<file path="config.mk">
export PLATFORM = sky130hd
export DESIGN_NAME = goose_sequence_header_gen_core
export DESIGN_NICKNAME = d
export VERILOG_FILES = /design/src/hw/rtl/gshg_pkg.sv /design/src/hw/rtl/goose_sequence_header_gen_core.sv
export SDC_FILE = /design/constraint.sdc
export NUM_CORES = 2
export LEC_CHECK = 0
export BUFFER_PORTS_ARGS = -buffer_cell sky130_fd_sc_hd__buf_2
export CORE_MARGIN = 2
export CORE_UTILIZATION = 45
export DETAILED_ROUTE_END_ITERATION = 6
export GPL_TIMING_DRIVEN = 0
export PLACE_DENSITY_LB_ADDON = 0.2
export SETUP_SLACK_MARGIN = 0.5
export SLEW_MARGIN = 5
export SYNTH_ARGS = -nofsm -noshare
export SYNTH_HDL_FRONTEND = slang
export SYNTH_SLANG_ARGS = --single-unit
</file>
<file path="constraint.sdc">
create_clock -name clk -period 20.8 [get_ports clk]
set_clock_uncertainty 0.1 [all_clocks]
set_input_delay 5.2 -clock clk [delete_from_list [all_inputs] [get_ports clk]]
set_output_delay 5.2 -clock clk [all_outputs]
set_load 0.01 [all_outputs]
</file>
<file path="src/hw/rtl/gshg_pkg.sv">
// ----------------------------------------------------------------------------
// gshg_pkg
// Shared constants and helpers for the GOOSE sequence header generator.
// ----------------------------------------------------------------------------
`default_nettype none

package gshg_pkg;

  localparam int NAME_LEN_W = 7;
  localparam int CFG_IDX_W  = 2;

  localparam logic [CFG_IDX_W-1:0] CFG_CB_NAME_LEN = 2'd0;
  localparam logic [CFG_IDX_W-1:0] CFG_DS_NAME_LEN = 2'd1;

  localparam logic [NAME_LEN_W-1:0] NAME_LEN_MAX = 7'd65;
  localparam logic [7:0]            PDU_FIXED_BYTES = 8'd42;

  // fraction = floor(M / FRAC_DIV), M = ns * 2^15 + FRAC_BIAS
  localparam logic [20:0] FRAC_DIV  = 21'd1953125;
  localparam logic [21:0] FRAC_BIAS = 22'd976562;
  // floor(2^61 / 1e9): reciprocal scaled by 2^37
  localparam logic [31:0] FRAC_RECIP = 32'd2305843009;
  localparam logic [61:0] FRAC_ROUND = 62'h10_0000_0000;
  // first ns value whose fraction rounds to 2^24 or above
  localparam logic [29:0] FRAC_SAT_NS = 30'd999999971;
  localparam logic [23:0] FRAC_MAX    = 24'hFF_FFFF;

  localparam logic [11:0] LIVE_TIME_SHORT_MAX = 12'd128;

  function automatic logic [2:0] byte_len(input logic [31:0] v);
    logic [2:0] len;
    if (v[31:24] != 8'd0) begin
      len = 3'd4;
    end else if (v[23:16] != 8'd0) begin
      len = 3'd3;
    end else if (v[15:8] != 8'd0) begin
      len = 3'd2;
    end else begin
      len = 3'd1;
    end
    return len;
  endfunction

  function automatic logic [11:0] live_time(input logic [31:0] sq);
    logic [11:0] ms;
    if (sq[31:4] != 28'd0) begin
      ms = 12'd4000;
    end else begin
      case (sq[3:0])
        4'd6:    ms = 12'd32;
        4'd7:    ms = 12'd64;
        4'd8:    ms = 12'd128;
        4'd9:    ms = 12'd256;
        4'd10:   ms = 12'd512;
        4'd11:   ms = 12'd1024;
        4'd12:   ms = 12'd2048;
        4'd13,
        4'd14,
        4'd15:   ms = 12'd4000;
        default: ms = 12'd20;
      endcase
    end
    return ms;
  endfunction

endpackage

`default_nettype wire

</file>
<file path="src/hw/rtl/goose_sequence_header_gen_core.sv">
// ----------------------------------------------------------------------------
// goose_sequence_header_gen_core
// Tracks stNum/sqNum per transmission event and produces the header fields:
// number lengths, timeAllowedToLive, timestamp and PDU length byte.
// ----------------------------------------------------------------------------
//  channel | direction | handshake          | payload
//  --------+-----------+--------------------+---------------------------------
//  in      | sink      | in_valid/in_stall  | breaker, seconds, nanoseconds
//  out     | source    | out_valid/out_stall| stNum, sqNum, lengths, time, pdu
//  cfg     | sink      | cfg_write          | cfg_index, cfg_data
//
//  One word per cycle unless out_stall holds a result; stage 1 feeds output.
//  Stage 1 updates the counters and forms the reciprocal product for the
//  fraction; the output stage corrects the quotient and builds the lengths.
//  Reset clears the counters, name lengths and both valid flags.
//  A word is taken while a result waits, as long as stage 1 is free to move.
// ----------------------------------------------------------------------------
`default_nettype none

module goose_sequence_header_gen_core (
  input  wire logic                                clk,
  input  wire logic                                rst,
  input  wire logic                                cfg_write,
  input  wire logic [gshg_pkg::CFG_IDX_W-1:0]      cfg_index,
  input  wire logic [gshg_pkg::NAME_LEN_W-1:0]     cfg_data,
  input  wire logic                                in_valid,
  output logic                                     in_stall,
  input  wire logic                                breaker_value,
  input  wire logic [31:0]                         epoch_seconds,
  input  wire logic [29:0]                         subsecond_ns,
  output logic                                     out_valid,
  input  wire logic                                out_stall,
  output logic [31:0]                              state_number,
  output logic [2:0]                               state_number_len,
  output logic [31:0]                              sequence_number,
  output logic [2:0]                               sequence_number_len,
  output logic [11:0]                              live_time_ms,
  output logic [1:0]                               live_time_len,
  output logic [31:0]                              time_seconds,
  output logic [23:0]                              time_fraction,
  output logic                                     data_byte,
  output logic                                     state_changed,
  output logic [7:0]                               pdu_length
);

  logic [gshg_pkg::NAME_LEN_W-1:0] cb_len;
  logic [gshg_pkg::NAME_LEN_W-1:0] ds_len;
  logic [gshg_pkg::NAME_LEN_W-1:0] cfg_sat;

  logic [31:0] last_state_number;
  logic [31:0] last_sequence_number;
  logic        last_breaker_value;
  logic        has_sent_before;

  logic        in_accept;
  logic        out_load;
  logic        changed;
  logic [31:0] st_next;
  logic [31:0] sq_next;
  logic [61:0] frac_prod;
  logic [21:0] m_low;

  logic        s1_valid;
  logic [31:0] s1_st;
  logic [31:0] s1_sq;
  logic        s1_changed;
  logic        s1_brk;
  logic [31:0] s1_secs;
  logic [24:0] s1_q0;
  logic [21:0] s1_m_low;
  logic        s1_sat;

  logic [45:0] qd_full;
  logic [21:0] frac_rem;
  logic [24:0] frac_q;
  logic [11:0] tal;
  logic [1:0]  tal_len;
  logic [2:0]  st_len;
  logic [2:0]  sq_len;
  logic [7:0]  pdu;

  // handshake
  assign out_load  = s1_valid && (!out_valid || !out_stall);
  assign in_stall  = s1_valid && !out_load;
  assign in_accept = in_valid && !in_stall;

  // config
  assign cfg_sat = (cfg_data > gshg_pkg::NAME_LEN_MAX) ? gshg_pkg::NAME_LEN_MAX : cfg_data;

  always_ff @(posedge clk) begin
    if (rst) begin
      cb_len <= '0;
      ds_len <= '0;
    end else if (cfg_write) begin
      case (cfg_index)
        gshg_pkg::CFG_CB_NAME_LEN: cb_len <= cfg_sat;
        gshg_pkg::CFG_DS_NAME_LEN: ds_len <= cfg_sat;
        default: ;
      endcase
    end
  end

  // counter update
  always_comb begin
    changed = !has_sent_before || (breaker_value != last_breaker_value);
    if (changed) begin
      st_next = last_state_number + 32'd1;
      sq_next = 32'd0;
    end else if (last_sequence_number == 32'hFFFF_FFFF) begin
      st_next = last_state_number;
      sq_next = 32'd1;
    end else begin
      st_next = last_state_number;
      sq_next = last_sequence_number + 32'd1;
    end
  end

  assign frac_prod = 62'(subsecond_ns) * 62'(gshg_pkg::FRAC_RECIP) + gshg_pkg::FRAC_ROUND;
  assign m_low     = {subsecond_ns[6:0], 15'd0} + gshg_pkg::FRAC_BIAS;

  always_ff @(posedge clk) begin
    if (rst) begin
      last_state_number    <= '0;
      last_sequence_number <= '0;
      last_breaker_value   <= 1'b0;
      has_sent_before      <= 1'b0;
    end else if (in_accept) begin
      last_state_number    <= st_next;
      last_sequence_number <= sq_next;
      last_breaker_value   <= breaker_value;
      has_sent_before      <= 1'b1;
    end
  end

  always_ff @(posedge clk) begin
    if (rst) begin
      s1_valid <= 1'b0;
    end else if (in_accept) begin
      s1_valid <= 1'b1;
    end else if (out_load) begin
      s1_valid <= 1'b0;
    end
  end

  always_ff @(posedge clk) begin
    if (in_accept) begin
      s1_st      <= st_next;
      s1_sq      <= sq_next;
      s1_changed <= changed;
      s1_brk     <= breaker_value;
      s1_secs    <= epoch_seconds;
      s1_q0      <= frac_prod[61:37];
      s1_m_low   <= m_low;
      s1_sat     <= (subsecond_ns >= gshg_pkg::FRAC_SAT_NS);
    end
  end

  // output stage: quotient correction, lengths, pdu size
  assign qd_full  = 46'(s1_q0) * 46'(gshg_pkg::FRAC_DIV);
  assign frac_rem = s1_m_low - qd_full[21:0];
  assign frac_q   = s1_q0 + 25'(frac_rem >= 22'(gshg_pkg::FRAC_DIV));

  assign tal     = gshg_pkg::live_time(s1_sq);
  assign tal_len = (tal <= gshg_pkg::LIVE_TIME_SHORT_MAX) ? 2'd1 : 2'd2;
  assign st_len  = gshg_pkg::byte_len(s1_st);
  assign sq_len  = gshg_pkg::byte_len(s1_sq);
  assign pdu     = gshg_pkg::PDU_FIXED_BYTES + {cb_len, 1'b0} + 8'(ds_len)
                   + 8'(tal_len) + 8'(st_len) + 8'(sq_len);

  always_ff @(posedge clk) begin
    if (rst) begin
      out_valid <= 1'b0;
    end else if (out_load) begin
      out_valid <= 1'b1;
    end else if (!out_stall) begin
      out_valid <= 1'b0;
    end
  end

  always_ff @(posedge clk) begin
    if (out_load) begin
      state_number        <= s1_st;
      state_number_len    <= st_len;
      sequence_number     <= s1_sq;
      sequence_number_len <= sq_len;
      live_time_ms        <= tal;
      live_time_len       <= tal_len;
      time_seconds        <= s1_secs;
      time_fraction       <= s1_sat ? gshg_pkg::FRAC_MAX : frac_q[23:0];
      data_byte           <= s1_brk;
      state_changed       <= s1_changed;
      pdu_length          <= pdu;
    end
  end

endmodule

`default_nettype wire

</file>
**After elaboration in Yosys (flattened, before gate mapping)**

Memories as Yosys holds them, arrays and structs flattened. A register that Yosys moved wholly into a read port is not among the register bits.
Cells that the tools add are included.

- Equal/unequal tests: 4
- Reduce and logical (&&, ||, !) cells: 21
- Add/sub/neg operators: 11
- Order comparisons: 4
- Muxes and demuxes: 17
- Multiply operators: 2

Operator list:

| operator | number |
|---|---|
| 32-bit two-way mux | 3 |
| 32-bit by 1-bit adder with 32-bit output (second input constant) | 2 |
| 62-bit by 37-bit adder with 62-bit output (second input constant) | 1 |
| 30-bit by 32-bit multiplier with 62-bit output (second input constant) | 1 |
| 8-bit nonzero test | 6 |
| 32-bit == test (second input constant) | 1 |
| 30-bit greater-or-equal comparator (second input constant) | 1 |
| 28-bit nonzero test | 1 |
| 25-bit by 21-bit multiplier with 22-bit output (second input constant) | 1 |
| 24-bit by 1-bit adder with 24-bit output | 1 |
| 22-bit by 20-bit adder with 22-bit output (second input constant) | 1 |
| 22-bit by 21-bit greater-or-equal comparator with 1-bit output (second input constant) | 1 |
| 22-bit subtractor | 1 |
| 8-bit by 3-bit adder with 8-bit output | 2 |
| 12-bit by 8-bit <= comparator with 1-bit output (second input constant) | 1 |
| 12-bit two-way mux | 1 |
| 2-bit two-way mux | 5 |
| 6-bit by 8-bit adder with 8-bit output (first input constant) | 1 |
| 8-bit by 2-bit adder with 8-bit output | 1 |
| 8-bit by 7-bit adder with 8-bit output | 1 |
| 7-bit greater-than comparator (second input constant) | 1 |
| 7-bit two-way mux | 1 |
| 3-bit two-way mux | 2 |
| 1-bit logical NOT | 5 |
| other kinds (10) | 17 |

- Flip-flop bits (word level): 378
- ROM bits: 144
- Input port bits: 77
- Memories kept: 1
- Logic and storage cells: 87

Memories:

| memory | depth | bits a word | rd ports | clocked after memory_dff | write ports | line | text |
|---|---|---|---|---|---|---|---|
| (no name shown) | 16 | 9 | 1 | 1 | 0 | gshg_pkg.sv:49 | `case (sq[3:0])` |

**Depth between registers and ports, before layout**

- Word-level depth: 8
- Gate-level depth with buffers: 33

**Worst setup path before layout**

Ideal clock, no wire load.

- Kind: input to register
- Start point: input out_stall
- End point: register data_byte, enable pin
- Library setup time: 0.873 ns
- Stages on the path: 1
- Arrival time: 15.742 ns
- Path buffers: 0
- Path slack: 4.086 ns
- Cell sequence: a21boi_0

- Longest elaborated chain between the ends: 3

RTL lines:

| item | line | text |
|---|---|---|
| from (decl) | goose_sequence_header_gen_core.sv:32 | `input wire logic out_stall,` |
| 1-bit logical NOT | -- |  |
| 1-bit logical OR | goose_sequence_header_gen_core.sv:83 | `assign out_load = s1_valid && (!out_valid \|\| !out_stall);` |
| 1-bit logical AND | goose_sequence_header_gen_core.sv:83 |  |
| to (signal assigned) | goose_sequence_header_gen_core.sv:190 | `data_byte <= s1_brk;` |
| to (decl) | goose_sequence_header_gen_core.sv:41 | `output logic data_byte,` |

No other way between the ends.
A chain may end at the register's enable or synchronous reset.

**Final worst setup path**

- Start point: input subsecond_ns[25]
- End point: register s1_q0[21], data pin

- Longest elaborated chain between the ends: 2

RTL lines:

| item | line | text |
|---|---|---|
| from (decl) | goose_sequence_header_gen_core.sv:30 | `input wire logic [29:0] subsecond_ns,` |
| 30-bit by 32-bit multiplier with 62-bit output | goose_sequence_header_gen_core.sv:118 | `assign frac_prod = 62'(subsecond_ns) * 62'(gshg_pkg::FRAC_RECIP) + gshg_pkg::FRAC_ROUND;` |
| 62-bit by 37-bit adder with 62-bit output | goose_sequence_header_gen_core.sv:118 |  |
| via frac_prod[58] | goose_sequence_header_gen_core.sv:60 | `logic [61:0] frac_prod;` |
| to (signal assigned) | goose_sequence_header_gen_core.sv:152 | `s1_q0 <= frac_prod[61:37];` |
| to (decl) | goose_sequence_header_gen_core.sv:69 | `logic [24:0] s1_q0;` |

The timed path passes the listed nets, and every way through them passes these cells.

==> out/summary.log <==
qor: final_layout.nets 4165
qor: floorplanning.design.die.area 74550 sq um
qor: synth.synth.ff_latch_count 366
qor: drt.via_per_inst 5.064
qor: drt.drt_pre_antenna_iters 5
qor: setup_path.critical_path.startpoint_type input port
qor: floorplanning.core_area 71610 sq um
qor: synth.synth_enable_flop_cells 276
qor: final_layout.finished_cell_area 36320 sq um
qor: global_routing.via_count_of_the_first_global_routing_pass 21847
qor: synth.ys.flop_type sky130_fd_sc_hd__edfxtp_1
qor: floorplanning.top_level_ports 229
qor: clocking.cts_inserted_buffers 39
qor: drt.highest_layer met4
qor: synth.yosys_warnings 0
qor: run.maxCapViolCount 0
qor: synth.number_of_standard_cells_after_synthesis 2933
qor: setup_path.cp.required 21.04 ns
qor: timing.post-route-period-util 59.75%
qor: drt.remaining_drc_errors 0
qor: synth.syn-mean-instance-area 11.11 sq um
qor: clocking.tritoncts yes
qor: clocking.clk_pin_slew_worst_paths 0.06 ns
qor: clocking.clock_tree.buffer_depth 3
qor: setup_path.reg2regPathDepth 31
qor: setup_path.arrival_worst_endpoint 12.67 ns
qor: clocking.tritoncts_num_sinks 366
qor: synth.netlist_area 32570 sq um
qor: final_layout.diodes 0
qor: outcome.status finished clean
qor: synth.number_of_distinct_standard_cells_referenced_by_the_synthesized_netlist 76
qor: final_layout.layoutNonFillerInstCount 4188
qor: drt.drt_wl_total 75950 microns
qor: timing.final_hold_viol_count 0
qor: place.gp_routability_congestion 0.9141
qor: final_layout.drive_above_1_share 10.35%
qor: setup_path.cp-end-kind register
qor: synth.seq_area_frac_synth 30.98%
qor: worst_hold_path.worstHoldPathCells 0
qor: clocking.cts_post_setup_buffers_inserted 0
qor: place.place.port_buffers 225
qor: drt.drtAntennaViolNets 0
qor: timing.worstMarginPinSlew 0.8106 ns
qor: floorplanning.start_util 45.49%
qor: global_routing.grt.total_usage 20.76%
qor: drt.routed_wl_met3 3339 microns
qor: setup_path.crit_path_category in2reg
qor: global_routing.grt_first_pass_wirelength 120900 microns
qor: timing.layout_min_cycle_time 12.43 ns
qor: final_layout.flow.area_growth_from_synthesis 11.52%
qor: floorplanning.die_height 273.0 microns
qor: timing.report.final.setup_viol 0
qor: drt.initialDrtViolationCount 1074
qor: worst_hold_path.hold_class reg2reg
qor: drt.route.met2.wl 36680 microns
qor: drt.route.vias.total 21210
qor: clocking.post_cts_resized 0
qor: final_layout.share_of_the_core_filled_with_cells_in_the_final_layout 50.72%
qor: place.place_inst 4118
qor: global_routing.grt.overflow.total 0
qor: timing.max_clock_freq 0.08047 GHz
qor: clocking.ctsRootBufferMaster sky130_fd_sc_hd__clkbuf_16
qor: timing.grt_setup_unrepaired no
qor: timing.timing.max_slew.rel_slack 45.25%
qor: clocking.post_cts_hold_buffer_count 0
qor: drt.drt-met1-wl 34410 microns
qor: synth.postSynth.asyncResetShare 0%
qor: place.hpwlAfterDp 62890 microns
qor: setup_path.crit_path_max_fanout 9
qor: place.place_area 35070 sq um
qor: global_routing.grt_start_max_net_pins 40
qor: global_routing.initial_antenna_violation_count 0
qor: clocking.clk_latency 0.57 ns
qor: clocking.htree_levels 2
qor: timing.number_of_pins_with_negative_max_slew_slack_in_the_final_report 0
qor: timing.timing.hold.ws 0.3144 ns
qor: floorplanning.fp.dieW 273.0 microns
qor: floorplanning.core.rowCount 98
qor: drt.drt-wirelength-per-cell 18.13 microns
==> synthesized netlist by cell type, drive strengths merged (12+ instances only) <==
| cell type | count | area, sq um |
|---|---|---|
| a21o | 35 | 262.8 |
| a21oi | 140 | 708.2 |
| a31oi | 12 | 75.07 |
| and3 | 33 | 221.5 |
| and4 | 15 | 133.9 |
| buf | 20 | 107.6 |
| clkbuf | 25 | 95.09 |
| dfxtp | 90 | 1802 |
| edfxtp | 276 | 8288 |
| fa | 367 | 7347 |
| ha | 512 | 6406 |
| inv | 627 | 2354 |
| nand2 | 149 | 559.3 |
| nand2b | 22 | 137.6 |
| nand3 | 46 | 230.2 |
| nand4 | 26 | 177.7 |
| nor2 | 126 | 473.0 |
| nor2b | 16 | 100.1 |
| nor3 | 23 | 115.1 |
| nor4 | 14 | 108.9 |
| o21ai | 52 | 267.8 |
| o21bai | 16 | 120.1 |
| or3 | 16 | 100.1 |
| xnor2 | 96 | 840.8 |
| xor2 | 84 | 735.7 |
==> routing by layer <==
metal / up-vias / global-route usage, %
li1: 10196 / -
met1: 10432 / 28.64
met2: 493 / 35.31
met3: 89 / 2.276
met4: 0 / 4.544
met5: - / 0
==> registers in the layout (all words and copies together) (netlist names), 2 cells and up, named ones only <==
register	cells
time_seconds	32
s1_st	32
s1_m_low	7
s1_secs	32
sequence_number	32
pdu_length	8
state_number_len	3
s1_sq	32
sequence_number_len	3
last_sequence_number	32
last_state_number	32
s1_q0	24
live_time_len	2
cb_len	7
live_time_ms	8
time_fraction	24
ds_len	7
state_number	32
==> per-stage QoR <==
stage / setup TNS (ns) / worst slack, ns
CTS: 0 / 8.399
global route: 0 / 8.082
finish: 0 / 8.373
global placement: -6.299 / -0.07397
floorplan: 0 / 4.086
detailed placement: 0 / 7.820
==> logic make-up (layout without fill, tap and decap cells) <==
kind of cell	Yosys count	after routing	synth area share [%]
DFF	366	366	30.98
xor gates and xnor gates	180	180	4.840
adders and majority gates	879	879	42.22
and+or+nand+nor	521	521	8.006
other	1	3	0.01151
muxes	7	7	0.2190
buffers and inverters	672	975	7.848
AOI/OAI and AO/OA	307	307	5.874
==> final cells by class <==
| class | instances | area, sq um |
|---|---|---|
| fill | 6415 | 35290 |
| sequential | 366 | 10090 |
| timing repair buffer | 233 | 1286 |
| inverter | 627 | 2354 |
| clock buffer | 46 | 1022 |
| tap | 950 | 1189 |
| buffer | 45 | 203.9 |
| clock inverter | 24 | 234.0 |
| multi-input combinational | 1897 | 19940 |
==> placed cells by master (no fill, tap or decap), drive strengths merged, types with 35 or more instances in the layout <==
cell / count
a21o: 35
nor2: 126
buf: 253
nand3: 46
o21ai: 52
xor2: 84
xnor2: 96
fa: 367
ha: 512
a21oi: 140
clkbuf: 71
dfxtp: 90
edfxtp: 276
nand2: 149
inv: 630
==> worst paths after layout <==
kind,startpoint,to,slack [ns]
max reg2reg,s1_q0[5]$_DFFE_PP_,time_fraction[20]$_SDFFCE_PP1P_,11.35
max,subsecond_ns[25],s1_q0[21]$_DFFE_PP_,8.37
min,s1_secs[16]$_DFFE_PP_,time_seconds[16]$_DFFE_PP_,0.31
min reg2reg,s1_secs[16]$_DFFE_PP_,time_seconds[16]$_DFFE_PP_,0.31
==> critical path: stages <==
cell and delay (ns):
sky130_fd_sc_hd__buf_2 0.33, sky130_fd_sc_hd__inv_1 0.18, sky130_fd_sc_hd__fa_1 0.55, sky130_fd_sc_hd__fa_1 0.49, sky130_fd_sc_hd__inv_1 0.05, sky130_fd_sc_hd__fa_1 0.51, sky130_fd_sc_hd__fa_1 0.54, sky130_fd_sc_hd__fa_1 0.54
sky130_fd_sc_hd__inv_1 0.08, sky130_fd_sc_hd__fa_1 0.54, sky130_fd_sc_hd__inv_1 0.05, sky130_fd_sc_hd__fa_1 0.47, sky130_fd_sc_hd__ha_1 0.32, sky130_fd_sc_hd__ha_1 0.40, sky130_fd_sc_hd__and4_1 0.25, sky130_fd_sc_hd__o2111ai_1 0.21
sky130_fd_sc_hd__o41ai_2 0.76, sky130_fd_sc_hd__a221oi_2 0.24, sky130_fd_sc_hd__a21oi_2 0.32, sky130_fd_sc_hd__a31oi_1 0.18, sky130_fd_sc_hd__a221oi_1 0.42
Power is not shown: default switching activity piles up to over one toggle a cycle in this logic, so the estimate is an artifact.
